<file path="src/rtl/graph_adjacency_walk_engine_unit_defines.svh">
// Assertion macros for the graph walk engine.
`ifndef GRAPH_ADJACENCY_WALK_ENGINE_UNIT_DEFINES_SVH
`define GRAPH_ADJACENCY_WALK_ENGINE_UNIT_DEFINES_SVH
`ifndef SYNTHESIS
`define GAW_ASSERT_IMP(label, clk, rst_n, a, c) \
  label: assert property (@(posedge clk) disable iff (!rst_n) (a) |-> (c)) else $error("assertion failed: %m");
`define GAW_ASSERT_NXT(label, clk, rst_n, a, c) \
  label: assert property (@(posedge clk) disable iff (!rst_n) (a) |=> (c)) else $error("assertion failed: %m");
`else
`define GAW_ASSERT_IMP(label, clk, rst_n, a, c)
`define GAW_ASSERT_NXT(label, clk, rst_n, a, c)
`endif
`endif

</file>
<file path="src/rtl/gawe_pkg.sv">
`timescale 1ns / 1ps
// ----------------------------------------------------------------------------
// gawe_pkg
// Shared opcodes and status codes of the graph walk engine.
// ----------------------------------------------------------------------------
package gawe_pkg;
  typedef enum logic [1:0] {
    OP_ADD = 2'd0,
    OP_REMOVE = 2'd1,
    OP_BFS = 2'd2,
    OP_DFS = 2'd3
  } op_t;
  typedef enum logic [1:0] {
    ST_OK = 2'd0,
    ST_FULL = 2'd1,
    ST_RANGE = 2'd2
  } status_t;
  localparam int RESULT_LIMIT = 16;
endpackage

</file>
<file path="src/rtl/gawe_ram.sv">
`timescale 1ns / 1ps
// ----------------------------------------------------------------------------
// gawe_ram
// Single write, single read synchronous memory with registered read data.
// ----------------------------------------------------------------------------
module gawe_ram #(
  parameter int DEPTH = 256,
  parameter int WIDTH = 4
) (
  input  logic                     clk,
  input  logic                     we,
  input  logic [$clog2(DEPTH)-1:0] waddr,
  input  logic [WIDTH-1:0]         wdata,
  input  logic [$clog2(DEPTH)-1:0] raddr,
  output logic [WIDTH-1:0]         rdata
);
  logic [WIDTH-1:0] mem [DEPTH];
  always_ff @(posedge clk) begin
    if (we) mem[waddr] <= wdata;
    rdata <= mem[raddr];
  end
endmodule

</file>
<file path="src/rtl/graph_adjacency_walk_engine_unit.sv">
`timescale 1ns / 1ps
// ----------------------------------------------------------------------------
// graph_adjacency_walk_engine_unit
// Adjacency lists in a memory, add/remove edges, breadth and depth walks.
// ----------------------------------------------------------------------------
// channel | dir | payload
// in_     | in  | tdata: op, vertex_a, vertex_b
// out_    | out | tdata: visited_vertex, vertex_valid, status, edge_count,
//         |     |   graph_empty; tlast: last
// cfg_    | in  | vertex_count
// An add writes both adjacency lists in turn; a rejected update writes nothing.
// A remove scans both lists, shifting the entries after the match down by one.
// A walk first searches for the start vertex, then pops the work list, pushes
// the neighbors of each newly visited vertex and emits one result beat per
// visited vertex; the single read ports serialize these steps.
// Reset clears lengths and edge count and sets vertex count to 16; no clearing pass.
// A stalled output beat holds the engine at that point.
// ----------------------------------------------------------------------------
module graph_adjacency_walk_engine_unit #(
  parameter int MAX_VERTICES = 16,
  parameter int MAX_DEGREE = 16
) (
  input  logic        clk,
  input  logic        rst_n,
  input  logic        cfg_we,
  input  logic [4:0]  cfg_wdata,
  input  logic        in_tvalid,
  output logic        in_tready,
  input  logic [15:0] in_tdata,   // op[1:0], vertex_a[5:2], vertex_b[9:6]
  output logic        out_tvalid,
  input  logic        out_tready,
  output logic [15:0] out_tdata,  // visited_vertex, vertex_valid, status,
                                  // edge_count, graph_empty
  output logic        out_tlast
);
  import gawe_pkg::*;
  `include "graph_adjacency_walk_engine_unit_defines.svh"

  localparam int VW = $clog2(MAX_VERTICES);
  localparam int DW = (MAX_DEGREE > 1) ? $clog2(MAX_DEGREE) : 1;
  localparam int LW = $clog2(MAX_DEGREE + 1);
  localparam int AW = VW + DW;
  localparam int WD = MAX_VERTICES * MAX_DEGREE + 1;
  localparam int WW = $clog2(WD + 1);
  localparam int WAW = $clog2(WD);

  typedef enum logic [3:0] {
    S_IDLE, S_ADD1, S_ADD2, S_RSET, S_RRD, S_RCHK, S_RSHF, S_WFIND,
    S_POP, S_VIS, S_PRD, S_PWR, S_OUT
  } st_t;

  st_t st_r;
  logic [4:0] vcnt_r;
  logic [LW-1:0] len_r [MAX_VERTICES];
  logic [7:0] edges_r;
  logic [MAX_VERTICES-1:0] vis_r;
  logic [1:0] op_r;
  logic [3:0] a_r, b_r;
  logic [VW-1:0] lst_r;
  logic [3:0] val_r;
  logic pass_r, found_r;
  logic [LW-1:0] idx_r;
  logic [WW-1:0] head_r, tail_r;
  logic [4:0] cnt_r;
  logic [VW-1:0] cur_r;
  logic have_r;
  logic [3:0] ov_r;
  logic ovl_r, olast_r;
  logic [1:0] ost_r;
  logic fin_r;

  logic am_we; logic [AW-1:0] am_wa, am_ra; logic [3:0] am_wd, am_rd;
  logic wl_we; logic [WAW-1:0] wl_wa, wl_ra; logic [3:0] wl_wd, wl_rd;

  gawe_ram #(.DEPTH(MAX_VERTICES*MAX_DEGREE), .WIDTH(4)) u_adj (
    .clk(clk), .we(am_we), .waddr(am_wa), .wdata(am_wd), .raddr(am_ra), .rdata(am_rd));
  gawe_ram #(.DEPTH(WD), .WIDTH(4)) u_work (
    .clk(clk), .we(wl_we), .waddr(wl_wa), .wdata(wl_wd), .raddr(wl_ra), .rdata(wl_rd));

  logic [4:0] nact;
  assign nact = (32'(vcnt_r) > MAX_VERTICES) ? 5'(MAX_VERTICES) : vcnt_r;

  function automatic logic [AW-1:0] aaddr(input logic [VW-1:0] v, input logic [LW-1:0] i);
    return AW'((32'(v) * MAX_DEGREE) + 32'(i));
  endfunction

  assign in_tready = (st_r == S_IDLE);
  assign out_tvalid = (st_r == S_OUT);
  assign out_tlast = olast_r;
  assign out_tdata = {(edges_r == 8'd0), edges_r, ost_r, ovl_r, ov_r};

  logic [VW-1:0] a_v, b_v;
  assign a_v = VW'(a_r);
  assign b_v = VW'(b_r);

  // combinational memory controls
  always_comb begin
    am_we = 1'b0; am_wa = '0; am_wd = '0; am_ra = aaddr(lst_r, idx_r);
    wl_we = 1'b0; wl_wa = WAW'(tail_r); wl_wd = am_rd; wl_ra = WAW'(head_r);
    unique case (st_r)
      S_ADD1: begin am_we = 1'b1; am_wa = aaddr(a_v, len_r[a_v]); am_wd = b_r; end
      S_ADD2: begin am_we = 1'b1; am_wa = aaddr(b_v, len_r[b_v]); am_wd = a_r; end
      S_RCHK: am_ra = aaddr(lst_r, idx_r - LW'(1));
      S_RSHF: begin am_we = 1'b1; am_wa = aaddr(lst_r, idx_r - LW'(2)); am_wd = am_rd; end
      S_WFIND: begin wl_we = 1'b1; wl_wd = 4'(cur_r); end
      S_POP: wl_ra = (op_r == OP_DFS) ? WAW'(tail_r - WW'(1)) : WAW'(head_r);
      S_PWR: wl_we = (tail_r < WW'(WD));
      default: ;
    endcase
  end

  always_ff @(posedge clk) begin
    if (!rst_n) begin
      st_r <= S_IDLE;
      vcnt_r <= 5'd16;
      edges_r <= '0;
      for (int i = 0; i < MAX_VERTICES; i++) len_r[i] <= '0;
      olast_r <= 1'b0;
      fin_r <= 1'b0;
      head_r <= '0;
      tail_r <= '0;
    end else begin
      if (cfg_we) vcnt_r <= cfg_wdata;
      unique case (st_r)
        S_IDLE: if (in_tvalid) begin
          op_r <= in_tdata[1:0]; a_r <= in_tdata[5:2]; b_r <= in_tdata[9:6];
          ov_r <= '0; ovl_r <= 1'b0; olast_r <= 1'b1;
          if (in_tdata[1]) begin
            ost_r <= ST_OK;
            vis_r <= '0; cur_r <= '0; found_r <= 1'b0; head_r <= '0; tail_r <= '0;
            cnt_r <= '0; have_r <= 1'b0; st_r <= S_WFIND;
          end else if (5'(in_tdata[5:2]) >= nact || 5'(in_tdata[9:6]) >= nact) begin
            ost_r <= ST_RANGE; st_r <= S_OUT;
          end else if (in_tdata[1:0] == OP_ADD) begin
            if ((in_tdata[5:2] == in_tdata[9:6]) ?
                (32'(len_r[VW'(in_tdata[5:2])]) + 2 > MAX_DEGREE) :
                (32'(len_r[VW'(in_tdata[5:2])]) >= MAX_DEGREE ||
                 32'(len_r[VW'(in_tdata[9:6])]) >= MAX_DEGREE)) begin
              ost_r <= ST_FULL; st_r <= S_OUT;
            end else begin
              ost_r <= ST_OK; st_r <= S_ADD1;
            end
          end else begin
            ost_r <= ST_OK; pass_r <= 1'b0; st_r <= S_RSET;
          end
        end
        S_ADD1: begin len_r[a_v] <= len_r[a_v] + LW'(1); st_r <= S_ADD2; end
        S_ADD2: begin
          len_r[b_v] <= len_r[b_v] + LW'(1);
          if (edges_r != 8'd255) edges_r <= edges_r + 8'd1;
          st_r <= S_OUT;
        end
        S_RSET: begin
          lst_r <= pass_r ? b_v : a_v; val_r <= pass_r ? a_r : b_r;
          idx_r <= '0; found_r <= 1'b0; st_r <= S_RRD;
        end
        S_RRD: begin
          if (idx_r >= len_r[lst_r]) begin
            if (found_r) len_r[lst_r] <= len_r[lst_r] - LW'(1);
            if (pass_r) begin
              if (edges_r != 8'd0) edges_r <= edges_r - 8'd1;
              st_r <= S_OUT;
            end else begin pass_r <= 1'b1; st_r <= S_RSET; end
          end else begin idx_r <= idx_r + LW'(1); st_r <= S_RCHK; end
        end
        S_RCHK: begin
          // am_rd holds entry idx_r-1
          if (found_r) st_r <= S_RSHF;
          else begin
            if (am_rd == val_r) found_r <= 1'b1;
            st_r <= S_RRD;
          end
        end
        S_RSHF: st_r <= S_RRD;
        S_WFIND: begin
          if (5'(cur_r) < nact && len_r[cur_r] != '0) begin
            tail_r <= WW'(1); found_r <= 1'b1; st_r <= S_POP;
          end else if (32'(cur_r) == MAX_VERTICES - 1 || 5'(cur_r) >= nact) begin
            st_r <= S_OUT;
          end else cur_r <= cur_r + VW'(1);
        end
        S_POP: begin
          if (head_r >= tail_r || cnt_r == 5'(RESULT_LIMIT)) begin
            ov_r <= 4'(cur_r); ovl_r <= 1'b1; olast_r <= 1'b1; fin_r <= 1'b1;
            st_r <= S_OUT;
          end else begin
            if (op_r == OP_DFS) tail_r <= tail_r - WW'(1); else head_r <= head_r + WW'(1);
            st_r <= S_VIS;
          end
        end
        S_VIS: begin
          if (32'(wl_rd) >= MAX_VERTICES || vis_r[VW'(wl_rd)]) st_r <= S_POP;
          else begin
            if (have_r) begin
              ov_r <= 4'(cur_r); ovl_r <= 1'b1; olast_r <= 1'b0; fin_r <= 1'b0;
              st_r <= S_OUT;
            end else st_r <= S_PRD;
            have_r <= 1'b1;
            vis_r[VW'(wl_rd)] <= 1'b1;
            cur_r <= VW'(wl_rd); lst_r <= VW'(wl_rd); idx_r <= '0;
            cnt_r <= cnt_r + 5'd1;
          end
        end
        S_PRD: begin
          if (idx_r >= len_r[lst_r]) st_r <= S_POP;
          else begin idx_r <= idx_r + LW'(1); st_r <= S_PWR; end
        end
        S_PWR: begin
          if (tail_r < WW'(WD)) tail_r <= tail_r + WW'(1);
          st_r <= S_PRD;
        end
        S_OUT: if (out_tready) begin
          if (op_r[1] && found_r && !fin_r) st_r <= S_PRD;
          else begin st_r <= S_IDLE; fin_r <= 1'b0; end
        end
        default: st_r <= S_IDLE;
      endcase
    end
  end

  `GAW_ASSERT_IMP(a_ready_idle, clk, rst_n, in_tready, !out_tvalid)
  `GAW_ASSERT_NXT(a_upd_one, clk, rst_n, in_tvalid && in_tready && !in_tdata[1], !in_tready)
  `GAW_ASSERT_IMP(a_tail_bound, clk, rst_n, 1'b1, 32'(tail_r) <= WD)
endmodule

</file>
<file path="config.mk">
export PLATFORM = sky130hd
export DESIGN_NAME = graph_adjacency_walk_engine_unit
export DESIGN_NICKNAME = d
export VERILOG_FILES = /design/src/rtl/gawe_pkg.sv /design/src/rtl/gawe_ram.sv /design/src/rtl/graph_adjacency_walk_engine_unit.sv
export VERILOG_INCLUDE_DIRS = /design/src /design/src/rtl
export SDC_FILE = /design/constraint.sdc
export NUM_CORES = 2
export LEC_CHECK = 0
export ABC_AREA = 1
export BUFFER_PORTS_ARGS = -buffer_cell sky130_fd_sc_hd__buf_4
export CAP_MARGIN = 40
export CORE_UTILIZATION = 45
export DETAILED_ROUTE_END_ITERATION = 8
export PLACE_DENSITY_LB_ADDON = 0.05
export SKIP_LAST_GASP = 1
export SLEW_MARGIN = 10
export SYNTH_ARGS = -nofsm -noshare
export SYNTH_HDL_FRONTEND = slang
export SYNTH_SLANG_ARGS = --single-unit
</file>
<file path="constraint.sdc">
create_clock -name clk -period 12.5 [get_ports clk]
set_input_delay 0.625 -clock clk [delete_from_list [all_inputs] [get_ports clk]]
set_output_delay 0.625 -clock clk [all_outputs]
set_load 0.01 [all_outputs]
</file>
==> results.txt <==
- Port-buffer cells: 38
* Last element of the critical path: u_work.rdata[1]
- The worst register-to-register path begins at st_r[0].
- After synthesis the cells add up to between 90000 and 100000 sq um.
- The flow ran to the end, and the final reports show no timing, DRC or antenna violations.
* Count of flip-flops with a built-in enable after synthesis: around 2200
* Number of nets produced by synthesis: a little over 9000
- In this run the number of H-tree levels came out at 4.
- After synthesis, the netlist uses between 50 and 60 different library cells.
* Fraction of registers with async set/reset: 0%
- Once the floorplan was initialized, standard cells occupied 45.4% of the core.
- The post-route netlist has 6.28% of its cells at a drive strength greater than 1.
- The worst path needs around 5.8 ns of the cycle, external delays included.
* Element type at the critical path end: flip-flop
- From synthesis to final layout, the design area changed by 11.0%.
* Crit path arrival time: between 6 and 7 ns
* Area of the die: approximately 220000 sq um
* Data required time of the worst path: between 10 and 15 ns
- Die Span Y: 473 um
- Of the available clock period, the critical path in the final layout requires between 40% and 50%.
- Synthesis produced around 9200 cells.
- Maximum VDD drop: roughly 0.16 mV
- For this block, the routed nets add up to about 290000 um of wire.
- Hold wc startpoint: cfg_wdata[0]
- Number of buffers inserted for hold repair after clock tree synthesis: 11
- Across every metal layer, demand over resource in global routing totals approximately a quarter.
* Clock transition at the registers of the reported paths: ~0.06 ns
- Pin count of the biggest net entering global routing: around 200
- Wire length per cell: roughly 24 um
* Drt drc: 0
* Global route overflow: 0
- Placement Setup Slack: 6.76 ns
* Post-CTS setup buffer count: 0
* 1st-iter DRT viols: 6623
* Worst Path Class, Setup: flip-flop to flip-flop
- Filler cells: about 20000
- Cells fill between 50% and 60% of the core in the end.
* Routability-driven placement congestion ratio: approximately 0.90
- Area of the core: around 220000 sq um
- Achievable clock frequency: approximately 0.17 GHz
* RSZ-0062 raised after global routing: false
- The initial antenna violation count came to 7.
- The count of pins over their slew limit is 0.
* Share of the yosys chip area belonging to registers: between 60% and 70%
- STA classifies the critical path startpoint as a flip-flop.
- At the pin with the least slew margin, the transition time is approximately 1.0 ns.
- ANT nets after route: 0
- The tool flagged a number of max-cap violations equal to 0.
- Averaged over all synthesized cells, the footprint is between 10 and 15 sq um.
- Vias in the first global route: about 67000
* Routed vias: between 60000 and 70000
- Largest fanout of any net on the critical path: 89
- The worst path meets setup with roughly 6.7 ns of slack.
* Later-pin clock latency in the skew report: 0.89 ns
* Most instantiated flip-flop cell in the synthesis netlist: edfxtp_1
* Power density over the cells: approximately 200 nW/um^2
- Summed over all cells, the static leakage comes to about 40 nW.
- TritonCTS built the clock tree.
- The total count of hold-check failures in the final report was 0.
- The worst hold path belongs to the class input port to flip-flop.
* Accumulated negative setup slack: 0 ns
* Final net count: 9120
- No sink is reached through more buffers than the 3 on the longest clock path.
* First element of the critical path: st_r[0]
- For the worst flop-to-flop path, the logic depth is 17.
- The cell sitting at the root of the clock tree is a clkbuf_16.
- Setup violations remaining at the end of the flow were counted as 0.
- Reg-to-reg critical path endpoint: u_work.rdata[1]
- In this run, synthesis produced a sequential element count of roughly 2300.
* Average via count per standard cell: approximately 5.7
- Final Skew: 0.0393 ns
- Max_slew headroom: between 20% and 30%
- In this run the register-to-register setup slack is 6.69 ns.
- Number of iterations in the first detailed-routing pass: 5
* Clock sink total: between 2000 and 2500
- Std-Cell Rows: 172
* Number of buffers added by the clock tree synthesis step: around 240
- The first global-routing pass estimated around 430000 um of wire.
- After clock tree synthesis, the repair step resized 0 gates.
* Total I/O pin count: 45
* Die boundary width: between 400 and 500 um
- Total of warnings raised by yosys: 0
- The wire-length estimate of the detail-placed layout is approximately 170000 um.
[through the flow]
stage	std cells	hold WS, ns	area (sq um)	power (W)
CTS	12200	0.00342	111000	0.0224
detailed placement	11700	0.437	103000	0.0156
global placement	11700	0.432	103000	0.0155
finish	12200	0.0678	111000	0.0223
floorplan	9218	0.419	99900	0.0138
global route	12200	0.0746	111000	0.0233
[cell usage in the layout (no fill, tap or decap), types with 7 or more instances in the layout]
master	n
a22oi_1	8
clkinvlp_4	11
clkbuf_16	237
a21oi_1	173
inv_2	11
bufinv_16	16
nor3_1	14
dfxtp_1	58
nor2_1	971
edfxtp_1	2190
buf_16	17
o22ai_1	52
clkinv_2	41
buf_12	22
o21ai_1	15
o21bai_1	202
ha_1	58
o221ai_1	33
nand3_1	1212
nand2_1	1720
xor2_1	26
dlygate4sd3_1	11
nor4_1	21
o21ai_4	9
nand3_2	7
xnor2_1	9
nand4_1	15
clkinv_1	77
inv_1	581
buf_4	137
clkbuf_1	53
o211ai_1	439
nand2_2	9
o21ai_0	686
[worst min path at each step]
stage	to	slack, ns	cells after the start
global route	vcnt_r[1]	0.07	3
floorplan	u_work.rdata[0]	0.42	2
global placement	u_work.rdata[3]	0.43	2
detailed placement	u_work.rdata[3]	0.44	2
CTS	vcnt_r[0]	0.003	3
finish	vcnt_r[0]	0.07	3
[synthesized netlist by cell type, types with 46 or more instances]
| cell type | number | share of area [%] |
|---|---|---|
| a21oi_1 | 175 | 0.88 |
| o21ai_0 | 690 | 3.5 |
| o21bai_1 | 202 | 1.5 |
| dfxtp_1 | 61 | 1.2 |
| nand2_1 | 1728 | 6.5 |
| o22ai_1 | 52 | 0.33 |
| buf_2 | 207 | 1.0 |
| clkbuf_1 | 353 | 1.3 |
| inv_1 | 585 | 2.2 |
| o211ai_1 | 439 | 3.3 |
| nand3_1 | 1218 | 6.1 |
| edfxtp_1 | 2190 | 66 |
| ha_1 | 58 | 0.73 |
| nor2_1 | 972 | 3.7 |
| buf_1 | 46 | 0.17 |
[kinds of logic (layout without fill, tap and decap cells)]
| logic type | after synthesis | after routing | share of synthesized area, % |
|---|---|---|---|
| simple gates | 4001 | 4001 | 16.8 |
| compound gates | 1650 | 1650 | 10.2 |
| flops | 2251 | 2251 | 67.1 |
| fa+ha+maj | 59 | 59 | 0.746 |
| buf+inv | 1218 | 1239 | 4.87 |
| other cells | 0 | 4 | 0 |
| mux | 2 | 2 | 0.0225 |
| xor+xnor | 37 | 37 | 0.324 |
[layout make-up]
type                    count  area, sq um  share of cell area (%)
diodes                      4         10.0                 0.00902
clock buffers             291         6140                    5.54
clock inverters           151         1310                    1.18
inverters                 604         2280                    2.05
multi-input cells        5749        28400                    25.6
flip-flops and latches   2251        67000                    60.4
well taps                2958         3700                    3.34
repair buffers            193         2120                    1.91
[layer usage]
layer / GRT usage [%] / routed length [um]
met3: 3.53 / 17600
met5: 0 / 0
met4: 6.68 / 7140
met2: 39.7 / 130000
met1: 37.4 / 133000
[critical path, cell delays in order, from the launching register on]
cell      delay [ns]
dfxtp_1         0.43
nor2_1          0.11
nand2_1         0.55
nand2_8         0.54
nand2_4         0.76
buf_4           0.78
buf_4           0.73
nand2_1         0.11
o211ai_1        0.12
nand3_1         0.12
nand3_1         0.18
nand3_1         0.25
nand3_1         0.29
nand3_1         0.10
nand3_1         0.09
nand2_1         0.15
nand2_1         0.10
nand2_1         0.05
[state kept, by name (all words and copies together), names as in the netlist, 5 cells and up, named ones only]
signal,cells
cnt_r,5
vis_r,16
head_r,9
edges_r,8
u_work.mem,1028
idx_r,5
tail_r,9
vcnt_r,5
len_r,80
u_adj.mem,1024
[where the power goes]
part	total (W)	internal (W)	switching (W)
logic	0.00607	0.00147	0.00460
clock network	0.00678	0.00381	0.00297
registers	0.00942	0.00925	0.000166
Note: power is estimated with default switching activity, not from simulation.
